<file path="config.mk">
export PLATFORM = sky130hd
export DESIGN_NAME = eqs_ctrl
export DESIGN_NICKNAME = d
export VERILOG_FILES = /design/src/design/eqs_pkg.sv /design/src/design/eqs_ctrl.sv
export SDC_FILE = /design/constraint.sdc
export NUM_CORES = 1
export LEC_CHECK = 0
export BUFFER_PORTS_ARGS = -buffer_cell sky130_fd_sc_hd__buf_4
export CAP_MARGIN = 20
export CORE_MARGIN = 1.5
export CORE_UTILIZATION = 52
export CTS_CLUSTER_SIZE = 14
export DETAILED_ROUTE_END_ITERATION = 8
export PLACE_DENSITY = 0.76
export SYNTH_ARGS = -nofsm -noshare
export SYNTH_HDL_FRONTEND = slang
export SYNTH_SLANG_ARGS = --single-unit
</file>
<file path="constraint.sdc">
create_clock -name i_clk -period 1.8 [get_ports i_clk]
set_input_delay 0.27 -clock i_clk [delete_from_list [all_inputs] [get_ports i_clk]]
set_output_delay 0.27 -clock i_clk [all_outputs]
set_load 0.03 [all_outputs]
</file>
<file path="src/design/eqs_pkg.sv">
// ----------------------------------------------------------------------------
// eqs_pkg
// Shared types and constants for the three-band channel EQ strip.
// ----------------------------------------------------------------------------
package eqs_pkg;

    localparam int NUM_CHANNELS = 4;
    localparam int SLOTS        = 2 * NUM_CHANNELS;
    localparam int SLOT_W       = (SLOTS > 1) ? $clog2(SLOTS) : 1;

    localparam int SAMPLE_W  = 24;
    localparam int STATE_W   = 32;          // Q4.28 filter memory
    localparam int COEF_W    = 18;          // Q0.18
    localparam int GAIN_W    = 16;          // Q8.8
    localparam int GAIN_FRAC = 8;
    localparam int OUT_SHIFT = 16;
    localparam int CFG_W     = 64;
    localparam int CFG_IDX_W = 3;

    // shared multiplier and accumulators
    localparam int MUL_A_W  = 34;
    localparam int MUL_B_W  = 19;
    localparam int PROD_W   = MUL_A_W + MUL_B_W;
    localparam int ACC_W    = PROD_W;
    localparam int PART_W   = 22;           // band sum split for the output gain
    localparam int YACC_W   = 61;

    localparam logic [2:0] CH_LIMIT = 3'(NUM_CHANNELS);

    localparam logic signed [SAMPLE_W-1:0] SAMPLE_MAX = 24'sh7FFFFF;
    localparam logic signed [SAMPLE_W-1:0] SAMPLE_MIN = 24'sh800000;

    localparam logic [CFG_W-1:0] GAIN_UNITY = 64'h0100_0100_0100_0100;

    typedef enum logic [CFG_IDX_W-1:0] {
        REG_LOW_COEF  = 3'd0,
        REG_HIGH_COEF = 3'd1,
        REG_LOW_GAIN  = 3'd2,
        REG_MID_GAIN  = 3'd3,
        REG_HIGH_GAIN = 3'd4,
        REG_OUT_GAIN  = 3'd5
    } t_cfg_idx;

    typedef enum logic [3:0] {
        OP_NONE       = 4'd0,
        OP_LOW_SPLIT  = 4'd1,
        OP_HIGH_SPLIT = 4'd2,
        OP_LOW_BAND   = 4'd3,
        OP_MID_BAND   = 4'd4,
        OP_HIGH_BAND  = 4'd5,
        OP_GAIN_LO    = 4'd6,
        OP_GAIN_HI    = 4'd7,
        OP_FINISH     = 4'd8
    } t_op;

    typedef struct packed {
        logic [1:0]                 channel;
        logic signed [SAMPLE_W-1:0] in_left;
        logic signed [SAMPLE_W-1:0] in_right;
        logic                       last_in_block;
    } t_frame_in;

    typedef struct packed {
        logic signed [SAMPLE_W-1:0] out_left;
        logic signed [SAMPLE_W-1:0] out_right;
        logic [SAMPLE_W-1:0]        peak_left;
        logic [SAMPLE_W-1:0]        peak_right;
        logic                       peak_valid;
    } t_frame_out;

    typedef struct packed {
        logic load;
        logic clear;
        logic publish;
        logic side;
        t_op  op;
    } t_cmd;

    typedef struct packed {
        logic ch_ok;
    } t_sts;

endpackage

</file>
<file path="src/design/eqs_ctrl.sv">
// ----------------------------------------------------------------------------
// eqs_ctrl
// Sequencer: issues the multiply steps for both sides, owns the handshakes.
// ----------------------------------------------------------------------------
module eqs_ctrl import eqs_pkg::*; (
    input  logic i_clk,
    input  logic i_rst_n,
    input  logic i_valid,
    output logic o_ready,
    output logic o_valid,
    input  logic i_ready,
    input  t_sts i_sts,
    output t_cmd o_cmd
);

    typedef enum logic [2:0] {
        S_IDLE = 3'b001,
        S_RUN  = 3'b010,
        S_PUB  = 3'b100
    } t_state;

    localparam logic [3:0] LAST_STEP = 4'd9;

    t_state     r_state, n_state;
    logic [3:0] r_step, n_step;
    logic       r_side, n_side;
    logic       r_out_valid, n_out_valid;
    t_op        step_op;

    // step schedule; product of step k is consumed at step k+1
    always_comb begin
        case (r_step)
            4'd0:    step_op = OP_LOW_SPLIT;
            4'd1:    step_op = OP_HIGH_SPLIT;
            4'd2:    step_op = OP_LOW_BAND;
            4'd3:    step_op = OP_MID_BAND;
            4'd4:    step_op = OP_HIGH_BAND;
            4'd6:    step_op = OP_GAIN_LO;
            4'd7:    step_op = OP_GAIN_HI;
            4'd9:    step_op = OP_FINISH;
            default: step_op = OP_NONE;
        endcase
    end

    always_comb begin
        n_state     = r_state;
        n_step      = r_step;
        n_side      = r_side;
        n_out_valid = r_out_valid;
        o_cmd       = '{load: 1'b0, clear: 1'b0, publish: 1'b0, side: r_side, op: OP_NONE};

        if (r_out_valid && i_ready) begin
            n_out_valid = 1'b0;
        end

        case (r_state)
            S_IDLE: begin
                if (i_valid) begin
                    o_cmd.load = 1'b1;
                    n_step     = '0;
                    n_side     = 1'b0;
                    n_state    = S_RUN;
                end
            end
            S_RUN: begin
                if (!i_sts.ch_ok) begin
                    o_cmd.clear = 1'b1;
                    n_state     = S_PUB;
                end else begin
                    o_cmd.op = step_op;
                    if (r_step == LAST_STEP) begin
                        n_step = '0;
                        if (r_side) begin
                            n_state = S_PUB;
                        end else begin
                            n_side = 1'b1;
                        end
                    end else begin
                        n_step = r_step + 4'd1;
                    end
                end
            end
            S_PUB: begin
                if (!r_out_valid || i_ready) begin
                    o_cmd.publish = 1'b1;
                    n_out_valid   = 1'b1;
                    n_state       = S_IDLE;
                end
            end
            default: begin
                n_state = S_IDLE;
            end
        endcase
    end

    always_ff @(posedge i_clk) begin
        if (!i_rst_n) begin
            r_state     <= S_IDLE;
            r_step      <= '0;
            r_side      <= 1'b0;
            r_out_valid <= 1'b0;
        end else begin
            r_state     <= n_state;
            r_step      <= n_step;
            r_side      <= n_side;
            r_out_valid <= n_out_valid;
        end
    end

    assign o_ready = (r_state == S_IDLE);
    assign o_valid = r_out_valid;

endmodule

</file>
==> reports/metrics.cfg <==
[status]
status=complete, no violations

[synthesis]
ys.flop_type=dfxtp_1
synthTopCellsByArea=dfxtp_1 35%, o2111ai_4 3.5%, and2_1 3.3%
netlist.area_leader.share_pct=34.7
synth_cell_types=40
async_reset_ff_share_pct=0
syn_area_per_cell_um2=9.73
synth_area_um2=749
synth_enable_flop_cells=0
syn_inst=77
yosysSeqAreaShare_pct=34.7
yosysMostFrequentCell=dfxtp_1
synth_nets=84
yosys.area.top_type=dfxtp_1
synth_warnings=0
ys_seq_elements=13
synth_top_cells_by_count=13 x dfxtp_1, 4 x and2_1, 4 x inv_1, 4 x nor2_1

[min_path]
min_path_type=input port to flop
holdPathStages=2

[detailed_routing]
avgViaCountPerCell=5.56
wl_per_cell_um=13.4
drtPass1Iterations=4
wl_um=1450
drt_iter0_markers=11
drc=0
drtAntennaViolNets=0
dr_total_vias=601

[clocking]
clockBufferDepth=2
htreeDepth=1
cts_buffers=3
clk-insertion-delay-late_ps=290
root_buffer=clkbuf_4
cts_tree=yes
postCtsSetupRepairBufs=0
clkSlewWorstSetupHoldPaths_ps=90
cts.sinks=13
post_cts_resized=0
hold_buffers=0

[place]
gp_congestion=0.823
io_buffer_count=14
hpwl_um=1060

[timing]
drv_slew=0
hold_ws_ps=238
setup_violations=0
fin_crit_sh_pct=91.2
fin_crit_ps=1640
hold_viol=0
setup_tns_ps=0
fmax_ghz=0.609
rsz0062_at_grt=no
clock_skew_ps=11.8
slew_headroom_pct=74.8
max_slew.worst_pin.slew_ps=377

[power_and_ir_drop]
power_density_mw_per_mm2=616
totalPowerFinal_mw=0.548
cellLeakagePower_nw=0.386
ir_drop_mv=0.432

[worst_setup_path]
cp-startpoint=r_state[0]
path_class=flop to primary output
rr_endpoint=step_op[0]
crit_end=o_cmd[2]
required_ps=1530
reg2reg_slack_ps=160
cp_max_fo=8
startpoint_type=flop
cp-end-kind=primary output
r2r-start=r_step[0]
worstPathArrival_ps=1370
r2r_cells=6

[grt]
grt_use_total_pct=19.8
antenna_found_initial=0
grt_pass1_wl_um=2080
grt_overflow=0
grt_start_max_net_pins=12
grt_pass1_vias=502

[cells_and_area]
fillers=114
drive_gt1_share_pct=31.2
multi_input_area_um2=453
final_util_pct=67.5
seqCellArea_um2=260
diodes=0
nNetsFinal=101
area.growth.synth_to_final_pct=18.7

[die]
core_area_mm2=0.00132
rows=13
dieHeight_um=41.0
ioPinCount=15
die_w_um=41.0
die-area_mm2=0.00168
start_util_pct=56.9

[flow_run]
cap_violations=0

[power by group]
group | total [mW] | internal [mW] | leakage [nW] | switching, mW
combinational | 0.0620 | 0.0263 | 0.266 | 0.0357
clock | 0.187 | 0.0861 | 0.0150 | 0.101
sequential | 0.300 | 0.292 | 0.105 | 0.00756
total | 0.548 | 0.404 | 0.386 | 0.144
[stage by stage]
| stage | std cells | setup slack, ps | instance area (um2) |
|---|---|---|---|
| 5_1_grt | 108 | 8.17 | 890 |
| 3_3_place_gp | 104 | 238 | 863 |
| 3_5_place_dp | 104 | 215 | 863 |
| 2_1_floorplan | 77 | 286 | 749 |
| 4_1_cts | 108 | 146 | 890 |
| 6_report | 108 | 158 | 890 |
[flip-flops by register name, summed over array words and instances, names as in the netlist]
signal,flops
step_op,4
r_step,4
r_side,1
r_state,3
o_valid,1
[kinds of logic after synthesis]
kind of cell | count (synthesis) | synth area share, %
AO/OA/AOI/OAI | 15 | 18.9
XOR/XNOR | 3 | 3.51
adder cells (fa/ha/maj) | 2 | 3.34
buffers and inverters | 8 | 4.84
flip-flops | 13 | 34.7
multiplexers | 1 | 1.34
AND/OR/NAND/NOR | 35 | 33.4
[worst min-delay path by stage]
stage / to / slack [ps] / startpoint
6_report: r_state[0] / 240 / i_rst_n
3_5_place_dp: r_side / 510 / r_side
4_1_cts: r_state[0] / 240 / i_rst_n
3_3_place_gp: r_side / 510 / r_side
2_1_floorplan: r_side / 440 / i_sts
5_1_grt: r_state[0] / 250 / i_rst_n
[final cells by class]
cell class / instances / area share [%]
Clock buffer: 4 / 2.95
Inverter: 5 / 2.11
Multi-Input combinational cell: 56 / 50.9
Sequential cell: 13 / 29.3
Tap cell: 15 / 2.11
Timing Repair Buffer: 15 / 12.7
[critical path, stage by stage, from the launching register on]
cell,delay (ps)
dfxtp_1,480
and4bb_1,270
and2_1,170
buf_4,160
[metal layers]
layer	track usage [%]	vias up	wire length, um
met5	0	-	0
met2	30.1	10	703
met4	15.0	0	24
met3	4.89	2	51
li1	-	316	-
met1	23.6	273	672
[cells in the final DEF (no fill, tap or decap), types with 2 or more instances in the layout]
master / instances
buf_4: 15
dfxtp_1: 13
inv_1: 4
and2_1: 4
nor2_1: 4
o21a_1: 3
nand3_1: 3
a21oi_1: 3
nand2_1: 3
clkbuf_4: 3
nor3b_1: 2
nor3_1: 2
nor2b_1: 2
nor3b_2: 2
nand3b_1: 2
xor2_1: 2
ha_1: 2
Power figures use the tool's default switching activity.
