## config.mk

```make
export PLATFORM = sky130hd
export DESIGN_NAME = eqs_datapath
export DESIGN_NICKNAME = d
export VERILOG_FILES = /design/src/design/eqs_pkg.sv /design/src/design/eqs_datapath.sv
export SDC_FILE = /design/constraint.sdc
export NUM_CORES = 2
export LEC_CHECK = 0
export BUFFER_PORTS_ARGS = -buffer_cell sky130_fd_sc_hd__buf_2
export CAP_MARGIN = 20
export CORE_UTILIZATION = 65
export CTS_BUF_LIST = sky130_fd_sc_hd__clkbuf_8
export CTS_CLUSTER_SIZE = 8
export DETAILED_ROUTE_END_ITERATION = 10
export GPL_TIMING_DRIVEN = 0
export PLACE_DENSITY = 0.87
export REMOVE_ABC_BUFFERS = 1
export SKIP_CTS_REPAIR_TIMING = 1
export SLEW_MARGIN = 5
export SYNTH_ARGS = -nofsm -noshare
export SYNTH_HDL_FRONTEND = slang
export SYNTH_SLANG_ARGS = --single-unit
```

## constraint.sdc

```tcl
create_clock -name i_clk -period 17.4 [get_ports i_clk]
set_input_delay 3.48 -clock i_clk [delete_from_list [all_inputs] [get_ports i_clk]]
set_output_delay 3.48 -clock i_clk [all_outputs]
set_load 0.05 [all_outputs]
```

## src/design/eqs_pkg.sv

```systemverilog
// ----------------------------------------------------------------------------
// eqs_pkg
// Shared types and constants for the three-band channel EQ strip.
// ----------------------------------------------------------------------------
package eqs_pkg;

    localparam int NUM_CHANNELS = 4;
    localparam int SLOTS        = 2 * NUM_CHANNELS;
    localparam int SLOT_W       = (SLOTS > 1) ? $clog2(SLOTS) : 1;

    localparam int SAMPLE_W  = 24;
    localparam int STATE_W   = 32;          // Q4.28 filter memory
    localparam int COEF_W    = 18;          // Q0.18
    localparam int GAIN_W    = 16;          // Q8.8
    localparam int GAIN_FRAC = 8;
    localparam int OUT_SHIFT = 16;
    localparam int CFG_W     = 64;
    localparam int CFG_IDX_W = 3;

    // shared multiplier and accumulators
    localparam int MUL_A_W  = 34;
    localparam int MUL_B_W  = 19;
    localparam int PROD_W   = MUL_A_W + MUL_B_W;
    localparam int ACC_W    = PROD_W;
    localparam int PART_W   = 22;           // band sum split for the output gain
    localparam int YACC_W   = 61;

    localparam logic [2:0] CH_LIMIT = 3'(NUM_CHANNELS);

    localparam logic signed [SAMPLE_W-1:0] SAMPLE_MAX = 24'sh7FFFFF;
    localparam logic signed [SAMPLE_W-1:0] SAMPLE_MIN = 24'sh800000;

    localparam logic [CFG_W-1:0] GAIN_UNITY = 64'h0100_0100_0100_0100;

    typedef enum logic [CFG_IDX_W-1:0] {
        REG_LOW_COEF  = 3'd0,
        REG_HIGH_COEF = 3'd1,
        REG_LOW_GAIN  = 3'd2,
        REG_MID_GAIN  = 3'd3,
        REG_HIGH_GAIN = 3'd4,
        REG_OUT_GAIN  = 3'd5
    } t_cfg_idx;

    typedef enum logic [3:0] {
        OP_NONE       = 4'd0,
        OP_LOW_SPLIT  = 4'd1,
        OP_HIGH_SPLIT = 4'd2,
        OP_LOW_BAND   = 4'd3,
        OP_MID_BAND   = 4'd4,
        OP_HIGH_BAND  = 4'd5,
        OP_GAIN_LO    = 4'd6,
        OP_GAIN_HI    = 4'd7,
        OP_FINISH     = 4'd8
    } t_op;

    typedef struct packed {
        logic [1:0]                 channel;
        logic signed [SAMPLE_W-1:0] in_left;
        logic signed [SAMPLE_W-1:0] in_right;
        logic                       last_in_block;
    } t_frame_in;

    typedef struct packed {
        logic signed [SAMPLE_W-1:0] out_left;
        logic signed [SAMPLE_W-1:0] out_right;
        logic [SAMPLE_W-1:0]        peak_left;
        logic [SAMPLE_W-1:0]        peak_right;
        logic                       peak_valid;
    } t_frame_out;

    typedef struct packed {
        logic load;
        logic clear;
        logic publish;
        logic side;
        t_op  op;
    } t_cmd;

    typedef struct packed {
        logic ch_ok;
    } t_sts;

endpackage

```

## src/design/eqs_datapath.sv

```systemverilog
// ----------------------------------------------------------------------------
// eqs_datapath
// Config registers, filter and peak stores, shared multiplier, result regs.
// ----------------------------------------------------------------------------
module eqs_datapath import eqs_pkg::*; (
    input  logic                 i_clk,
    input  logic                 i_rst_n,
    input  logic                 i_cfg_we,
    input  logic [CFG_IDX_W-1:0] i_cfg_idx,
    input  logic [CFG_W-1:0]     i_cfg_data,
    input  t_frame_in            i_frame,
    input  t_cmd                 i_cmd,
    output t_sts                 o_sts,
    output t_frame_out           o_result
);

    logic [COEF_W-1:0] r_coef_low, r_coef_high;
    logic [CFG_W-1:0]  r_gain_low, r_gain_mid, r_gain_high, r_gain_out;

    logic signed [STATE_W-1:0]  r_sl [SLOTS];
    logic signed [STATE_W-1:0]  r_sh [SLOTS];
    logic        [SAMPLE_W-1:0] r_pk [SLOTS];

    t_frame_in                 r_frame;
    t_op                       r_op_d;
    logic signed [PROD_W-1:0]  r_prod;
    logic signed [ACC_W-1:0]   r_acc;
    logic signed [YACC_W-1:0]  r_yacc;
    t_frame_out                r_res;
    t_frame_out                r_out;

    logic [SLOT_W-1:0]          slot;
    logic signed [SAMPLE_W-1:0] x;
    logic signed [STATE_W-1:0]  xq, sl, sh;
    logic [GAIN_W-1:0]          g_low, g_mid, g_high, g_out;
    logic signed [ACC_W-1:0]    acc_sh;
    logic [PART_W-1:0]          acc_lo;
    logic signed [PART_W-1:0]   acc_hi;
    logic signed [MUL_A_W-1:0]  a_op;
    logic signed [MUL_B_W-1:0]  b_op;
    logic signed [PROD_W-1:0]   prod;
    logic signed [YACC_W-1:0]   y_full;
    logic signed [SAMPLE_W-1:0] y_sat;
    logic [SAMPLE_W-1:0]        mag, pk_new;

    assign o_sts.ch_ok = ({1'b0, r_frame.channel} < CH_LIMIT);

    assign slot   = SLOT_W'({r_frame.channel, i_cmd.side});
    assign x      = i_cmd.side ? r_frame.in_right : r_frame.in_left;
    assign xq     = {x, 8'b0};
    assign sl     = r_sl[slot];
    assign sh     = r_sh[slot];
    assign g_low  = r_gain_low [GAIN_W*r_frame.channel +: GAIN_W];
    assign g_mid  = r_gain_mid [GAIN_W*r_frame.channel +: GAIN_W];
    assign g_high = r_gain_high[GAIN_W*r_frame.channel +: GAIN_W];
    assign g_out  = r_gain_out [GAIN_W*r_frame.channel +: GAIN_W];

    // band sum in Q.28, split so the output gain fits the shared multiplier
    assign acc_sh = r_acc >>> GAIN_FRAC;
    assign acc_lo = acc_sh[PART_W-1:0];
    assign acc_hi = acc_sh[2*PART_W-1:PART_W];

    always_comb begin
        case (i_cmd.op)
            OP_LOW_SPLIT: begin
                a_op = MUL_A_W'(xq) - MUL_A_W'(sl);
                b_op = MUL_B_W'({1'b0, r_coef_low});
            end
            OP_HIGH_SPLIT: begin
                a_op = MUL_A_W'(xq) - MUL_A_W'(sh);
                b_op = MUL_B_W'({1'b0, r_coef_high});
            end
            OP_LOW_BAND: begin
                a_op = MUL_A_W'(sl);
                b_op = MUL_B_W'({1'b0, g_low});
            end
            OP_MID_BAND: begin
                a_op = MUL_A_W'(sh) - MUL_A_W'(sl);
                b_op = MUL_B_W'({1'b0, g_mid});
            end
            OP_HIGH_BAND: begin
                a_op = MUL_A_W'(xq) - MUL_A_W'(sh);
                b_op = MUL_B_W'({1'b0, g_high});
            end
            OP_GAIN_LO: begin
                a_op = MUL_A_W'({1'b0, acc_lo});
                b_op = MUL_B_W'({1'b0, g_out});
            end
            OP_GAIN_HI: begin
                a_op = MUL_A_W'(acc_hi);
                b_op = MUL_B_W'({1'b0, g_out});
            end
            default: begin
                a_op = '0;
                b_op = '0;
            end
        endcase
    end

    assign prod = a_op * b_op;

    // output scaling, saturation and peak
    always_comb begin
        y_full = r_yacc >>> OUT_SHIFT;
        if (y_full > YACC_W'(SAMPLE_MAX)) begin
            y_sat = SAMPLE_MAX;
        end else if (y_full < YACC_W'(SAMPLE_MIN)) begin
            y_sat = SAMPLE_MIN;
        end else begin
            y_sat = y_full[SAMPLE_W-1:0];
        end
        mag    = y_sat[SAMPLE_W-1] ? SAMPLE_W'(-y_sat) : SAMPLE_W'(y_sat);
        pk_new = (mag > r_pk[slot]) ? mag : r_pk[slot];
    end

    // config registers
    always_ff @(posedge i_clk) begin
        if (!i_rst_n) begin
            r_coef_low  <= '0;
            r_coef_high <= '0;
            r_gain_low  <= GAIN_UNITY;
            r_gain_mid  <= GAIN_UNITY;
            r_gain_high <= GAIN_UNITY;
            r_gain_out  <= GAIN_UNITY;
        end else if (i_cfg_we) begin
            case (i_cfg_idx)
                REG_LOW_COEF:  r_coef_low  <= i_cfg_data[COEF_W-1:0];
                REG_HIGH_COEF: r_coef_high <= i_cfg_data[COEF_W-1:0];
                REG_LOW_GAIN:  r_gain_low  <= i_cfg_data;
                REG_MID_GAIN:  r_gain_mid  <= i_cfg_data;
                REG_HIGH_GAIN: r_gain_high <= i_cfg_data;
                REG_OUT_GAIN:  r_gain_out  <= i_cfg_data;
                default: ;
            endcase
        end
    end

    // per-slot state
    always_ff @(posedge i_clk) begin
        if (!i_rst_n) begin
            for (int i = 0; i < SLOTS; i++) begin
                r_sl[i] <= '0;
                r_sh[i] <= '0;
                r_pk[i] <= '0;
            end
            r_op_d <= OP_NONE;
        end else begin
            r_op_d <= i_cmd.op;
            if (r_op_d == OP_LOW_SPLIT) begin
                r_sl[slot] <= sl + STATE_W'(r_prod >>> COEF_W);
            end
            if (r_op_d == OP_HIGH_SPLIT) begin
                r_sh[slot] <= sh + STATE_W'(r_prod >>> COEF_W);
            end
            if (i_cmd.op == OP_FINISH) begin
                r_pk[slot] <= r_frame.last_in_block ? '0 : pk_new;
            end
        end
    end

    // payload path
    always_ff @(posedge i_clk) begin
        r_prod <= prod;
        if (i_cmd.load) begin
            r_frame <= i_frame;
        end
        case (r_op_d)
            OP_LOW_BAND:  r_acc  <= ACC_W'(r_prod);
            OP_MID_BAND:  r_acc  <= r_acc + ACC_W'(r_prod);
            OP_HIGH_BAND: r_acc  <= r_acc + ACC_W'(r_prod);
            OP_GAIN_LO:   r_yacc <= YACC_W'(r_prod);
            OP_GAIN_HI:   r_yacc <= r_yacc + (YACC_W'(r_prod) <<< PART_W);
            default: ;
        endcase
        if (i_cmd.clear) begin
            r_res <= '0;
        end else if (i_cmd.op == OP_FINISH) begin
            r_res.peak_valid <= r_frame.last_in_block;
            if (i_cmd.side) begin
                r_res.out_right  <= y_sat;
                r_res.peak_right <= r_frame.last_in_block ? pk_new : '0;
            end else begin
                r_res.out_left  <= y_sat;
                r_res.peak_left <= r_frame.last_in_block ? pk_new : '0;
            end
        end
        if (i_cmd.publish) begin
            r_out <= r_res;
        end
    end

    assign o_result = r_out;

endmodule

```

==> impl_results.md <==
- Hold Crit Class: register to register
- PD cells: 101 nW/µm²
- DR WL/cell: 25.3 µm
- Max_cap viols: 0
- Cell Area, Synth: 89600 µm²
- Netlist cell types: around 100
- Grt total ovfl: 0
- ANT nets after route: 0
- Crit Path Max Fanout: 59
- Latest clock arrival within the worst-skew pair: 1.00 ns
- CP Launch Type: primary input
- RR Endpoint: r_prod[52]
- YS warnings: 0
- Final Power: 10.0 mW
- Routability cong.: 0.989
- Required time worst endpoint: 18.21 ns
- Post-synthesis xor/xnor area fraction: about 2.5%
- Most used cell, CP: fa_1
- Synth Register Bits: roughly 1.4k
- Cell row count: 135
- Fin area: 98800 µm²
- Final min period: 16.70 ns
- CP peak stage delay: 0.86 ns
- Most frequent cells in the layout: nand2_1, nor2_1, inv_1, edfxtp_1, fa_1
- Fmax: 59.9 MHz
- Die area: 139000 µm²
- Cell count after synthesis: 9084
- CTS tree: built
- Fin Hold WS: 0.414 ns
- Layout cells sized above 1: around a tenth
- Clock Sinks: 1395
- Post-synth EDFFs: 949
- Setup ws final: about 0.70 ns
- Reg2reg start: r_frame[49]
- Hold Violations, Final: 0
- Slew Viols, Final: 0
- Fillers: 8921
- Adder-cell share of the synthesized area: 18.0%
- Min-Delay Path Depth: 0
- Hold_sp: r_res[89]
- Io pins: 227
- Max clock buf depth: 3
- Clock Pin Slew Worst Setup and Hold Paths: 0.06 ns
- Core area: 136000 µm²
- Data arrival, critical path: 17.50 ns
- Routed vias/inst: 6.57
- Final WL: 283000 µm
- Max-Slew Margin vs Limit: 7.38%
- Ys async rst share: 0%
- Die width: between 300 and 400 µm
- Via count: 73.4k
- Kind of critical path: primary input to register
- Avg Inst Size Synth: between 9 and 10 µm²
- P&R area growth vs syn: 10.2%
- Area of the multi-input gates: 47300 µm²
- Simple-gate area share of the yosys netlist: 14.2%
- DP Area: 94300 µm²
- Slew @ Worst Pin: about 1.4 ns
- # setup viols final: 0
- IO Port Bufs: ~230
- Worst Reg-to-Reg Cells: 44
- Gr usage total: 39.6%
- CTS root buf: clkbuf_8
- Setup TNS: 0 ns
- Worst Setup End Kind: register
- Sequential Area: 37400 µm²
- Outcome: finished clean
- Dominant synthesized flop cell: edfxtp_1
- Vias in the first global route: approximately 74k
- Most common cell after layout, fill and taps aside: nand2_1
- VDD IR max: 0.0920 mV
- Post-synthesis mux area share: 4.21%
- H-tree depth: 4
- # DRC: 0
- First-pass GRT wire length: 421000 µm
- Largest net degree at the start of global routing: 163
- Register area share after synthesis: a little over two fifths
- Leak Pwr: roughly 40 nW
- Max Clock Skew: 0.0820 ns
- Die height: 373 µm
- RSZ-0062 raised after global routing: false
- Final worst-path cycle share: between 90 and 100%
- First-pass iteration count of the detailed router: 9
- Initial antenna violation count: 24
- R2R Setup Slk: 2.55 ns
- Dpl ws: 0.397 ns
- Hold EP: o_result[89]
- Compound-Gate Fraction of Synth Area: a little over an eighth
- Slowest CP cell: nor4_1
- Hpwl dp: 198000 µm
- Combinational family with the most area after synthesis: adder cells
- DR iter-0 viols: 10.7k
- Layout Nets: 10.3k
- CTS buffer count: 219
- Initial Utilization: 65.8%
## area by class of cell
cell class,count,share of cell area [%]
Sequential cell,1395,37.9
Antenna cell,26,0.0659
Multi-Input combinational cell,6294,47.9
Tap cell,1781,2.26
Inverter,904,3.44
Timing Repair Buffer,383,4.30
Clock inverter,144,0.844
Clock buffer,239,3.33
## metrics by stage
stage                     util (%)  cells
after floorplan                  -   8593
after global placement        66.8  10599
after detailed placement      69.3  10744
after CTS                     72.3  11127
after global routing          72.5  11155
final                         72.6  11166
## sequential cells by signal (all words and copies together), names as in the netlist
signal	cells
r_res	97
r_gain_mid	64
r_gain_out	64
r_pk	192
o_result	97
r_sl	256
r_op_d	4
r_frame	51
r_yacc	45
r_coef_low	18
r_gain_low	64
r_gain_high	64
r_coef_high	18
r_acc	52
r_sh	256
r_prod	53
## routing by layer
layer	vias to the layer above	wire [µm]	part of all wire (%)	GRT usage (%)
met1	34956	94400	33	47.4
met4	4	22500	8.0	27.8
li1	31126	-	-	-
met3	1455	40000	14	11.5
met5	-	15	0.0053	0
met2	5834	126000	45	61.9
## cells by family (layout without fill, tap and decap cells)
family	count (synthesis)	in the layout
flip-flops	1395	1395
other	1	27
XOR/XNOR	253	253
AO/OA/AOI/OAI	1761	1761
AND/OR/NAND/NOR	3024	3024
multiplexers	310	310
adder cells (fa/ha/maj)	945	945
buffers and inverters	1395	1670
## critical path: cells and delay by family
family,cells,cell delay (ns)
xor+xnor,2,0.54
simple gates,5,1.45
buf+inv,9,1.76
compound gates,17,5.44
fa+ha+maj,9,4.29
mux,1,0.36
## report_power, final
group	total (mW)	switching (mW)	internal (mW)
sequential	4.02	0.283	3.73
clock	2.68	1.38	1.30
combinational	3.33	2.19	1.13
## how the worst max path moves through the flow
stage / slack, ns / startpoint / end / cells past startpoint
3_5_place_dp: 0.40 / i_cmd[4] / r_prod[52] / 43
5_1_grt: 0.60 / i_cmd[4] / r_prod[52] / 43
4_1_cts: 1.26 / i_cmd[4] / r_prod[52] / 43
2_1_floorplan: 3.13 / r_frame[50] / r_prod[48] / 41
3_3_place_gp: -7.76 / i_cmd[4] / r_prod[51] / 36
6_report: 0.70 / i_cmd[4] / r_prod[52] / 43
## cells in the mapped netlist (49+ instances only)
cell	n	area, µm²
a21o_1	112	841
a21boi_0	292	2190
nand3_1	95	475
dfxtp_1	446	8930
xor2_1	98	858
edfxtp_1	949	28500
and2_1	120	751
nand2b_1	73	457
a221oi_1	49	429
mux2_2	105	1180
nand2_1	1358	5100
o21ai_0	329	1650
fa_1	576	11500
nor2_1	1078	4050
mux2i_1	162	1620
a211oi_1	75	563
ha_1	369	4620
nor2b_1	50	313
inv_1	901	3380
nor3_1	51	255
xnor2_1	155	1360
clkbuf_1	392	1470
a21oi_1	327	1640
a22oi_1	144	1080
No activity file was read; power rests on OpenSTA's default activity.
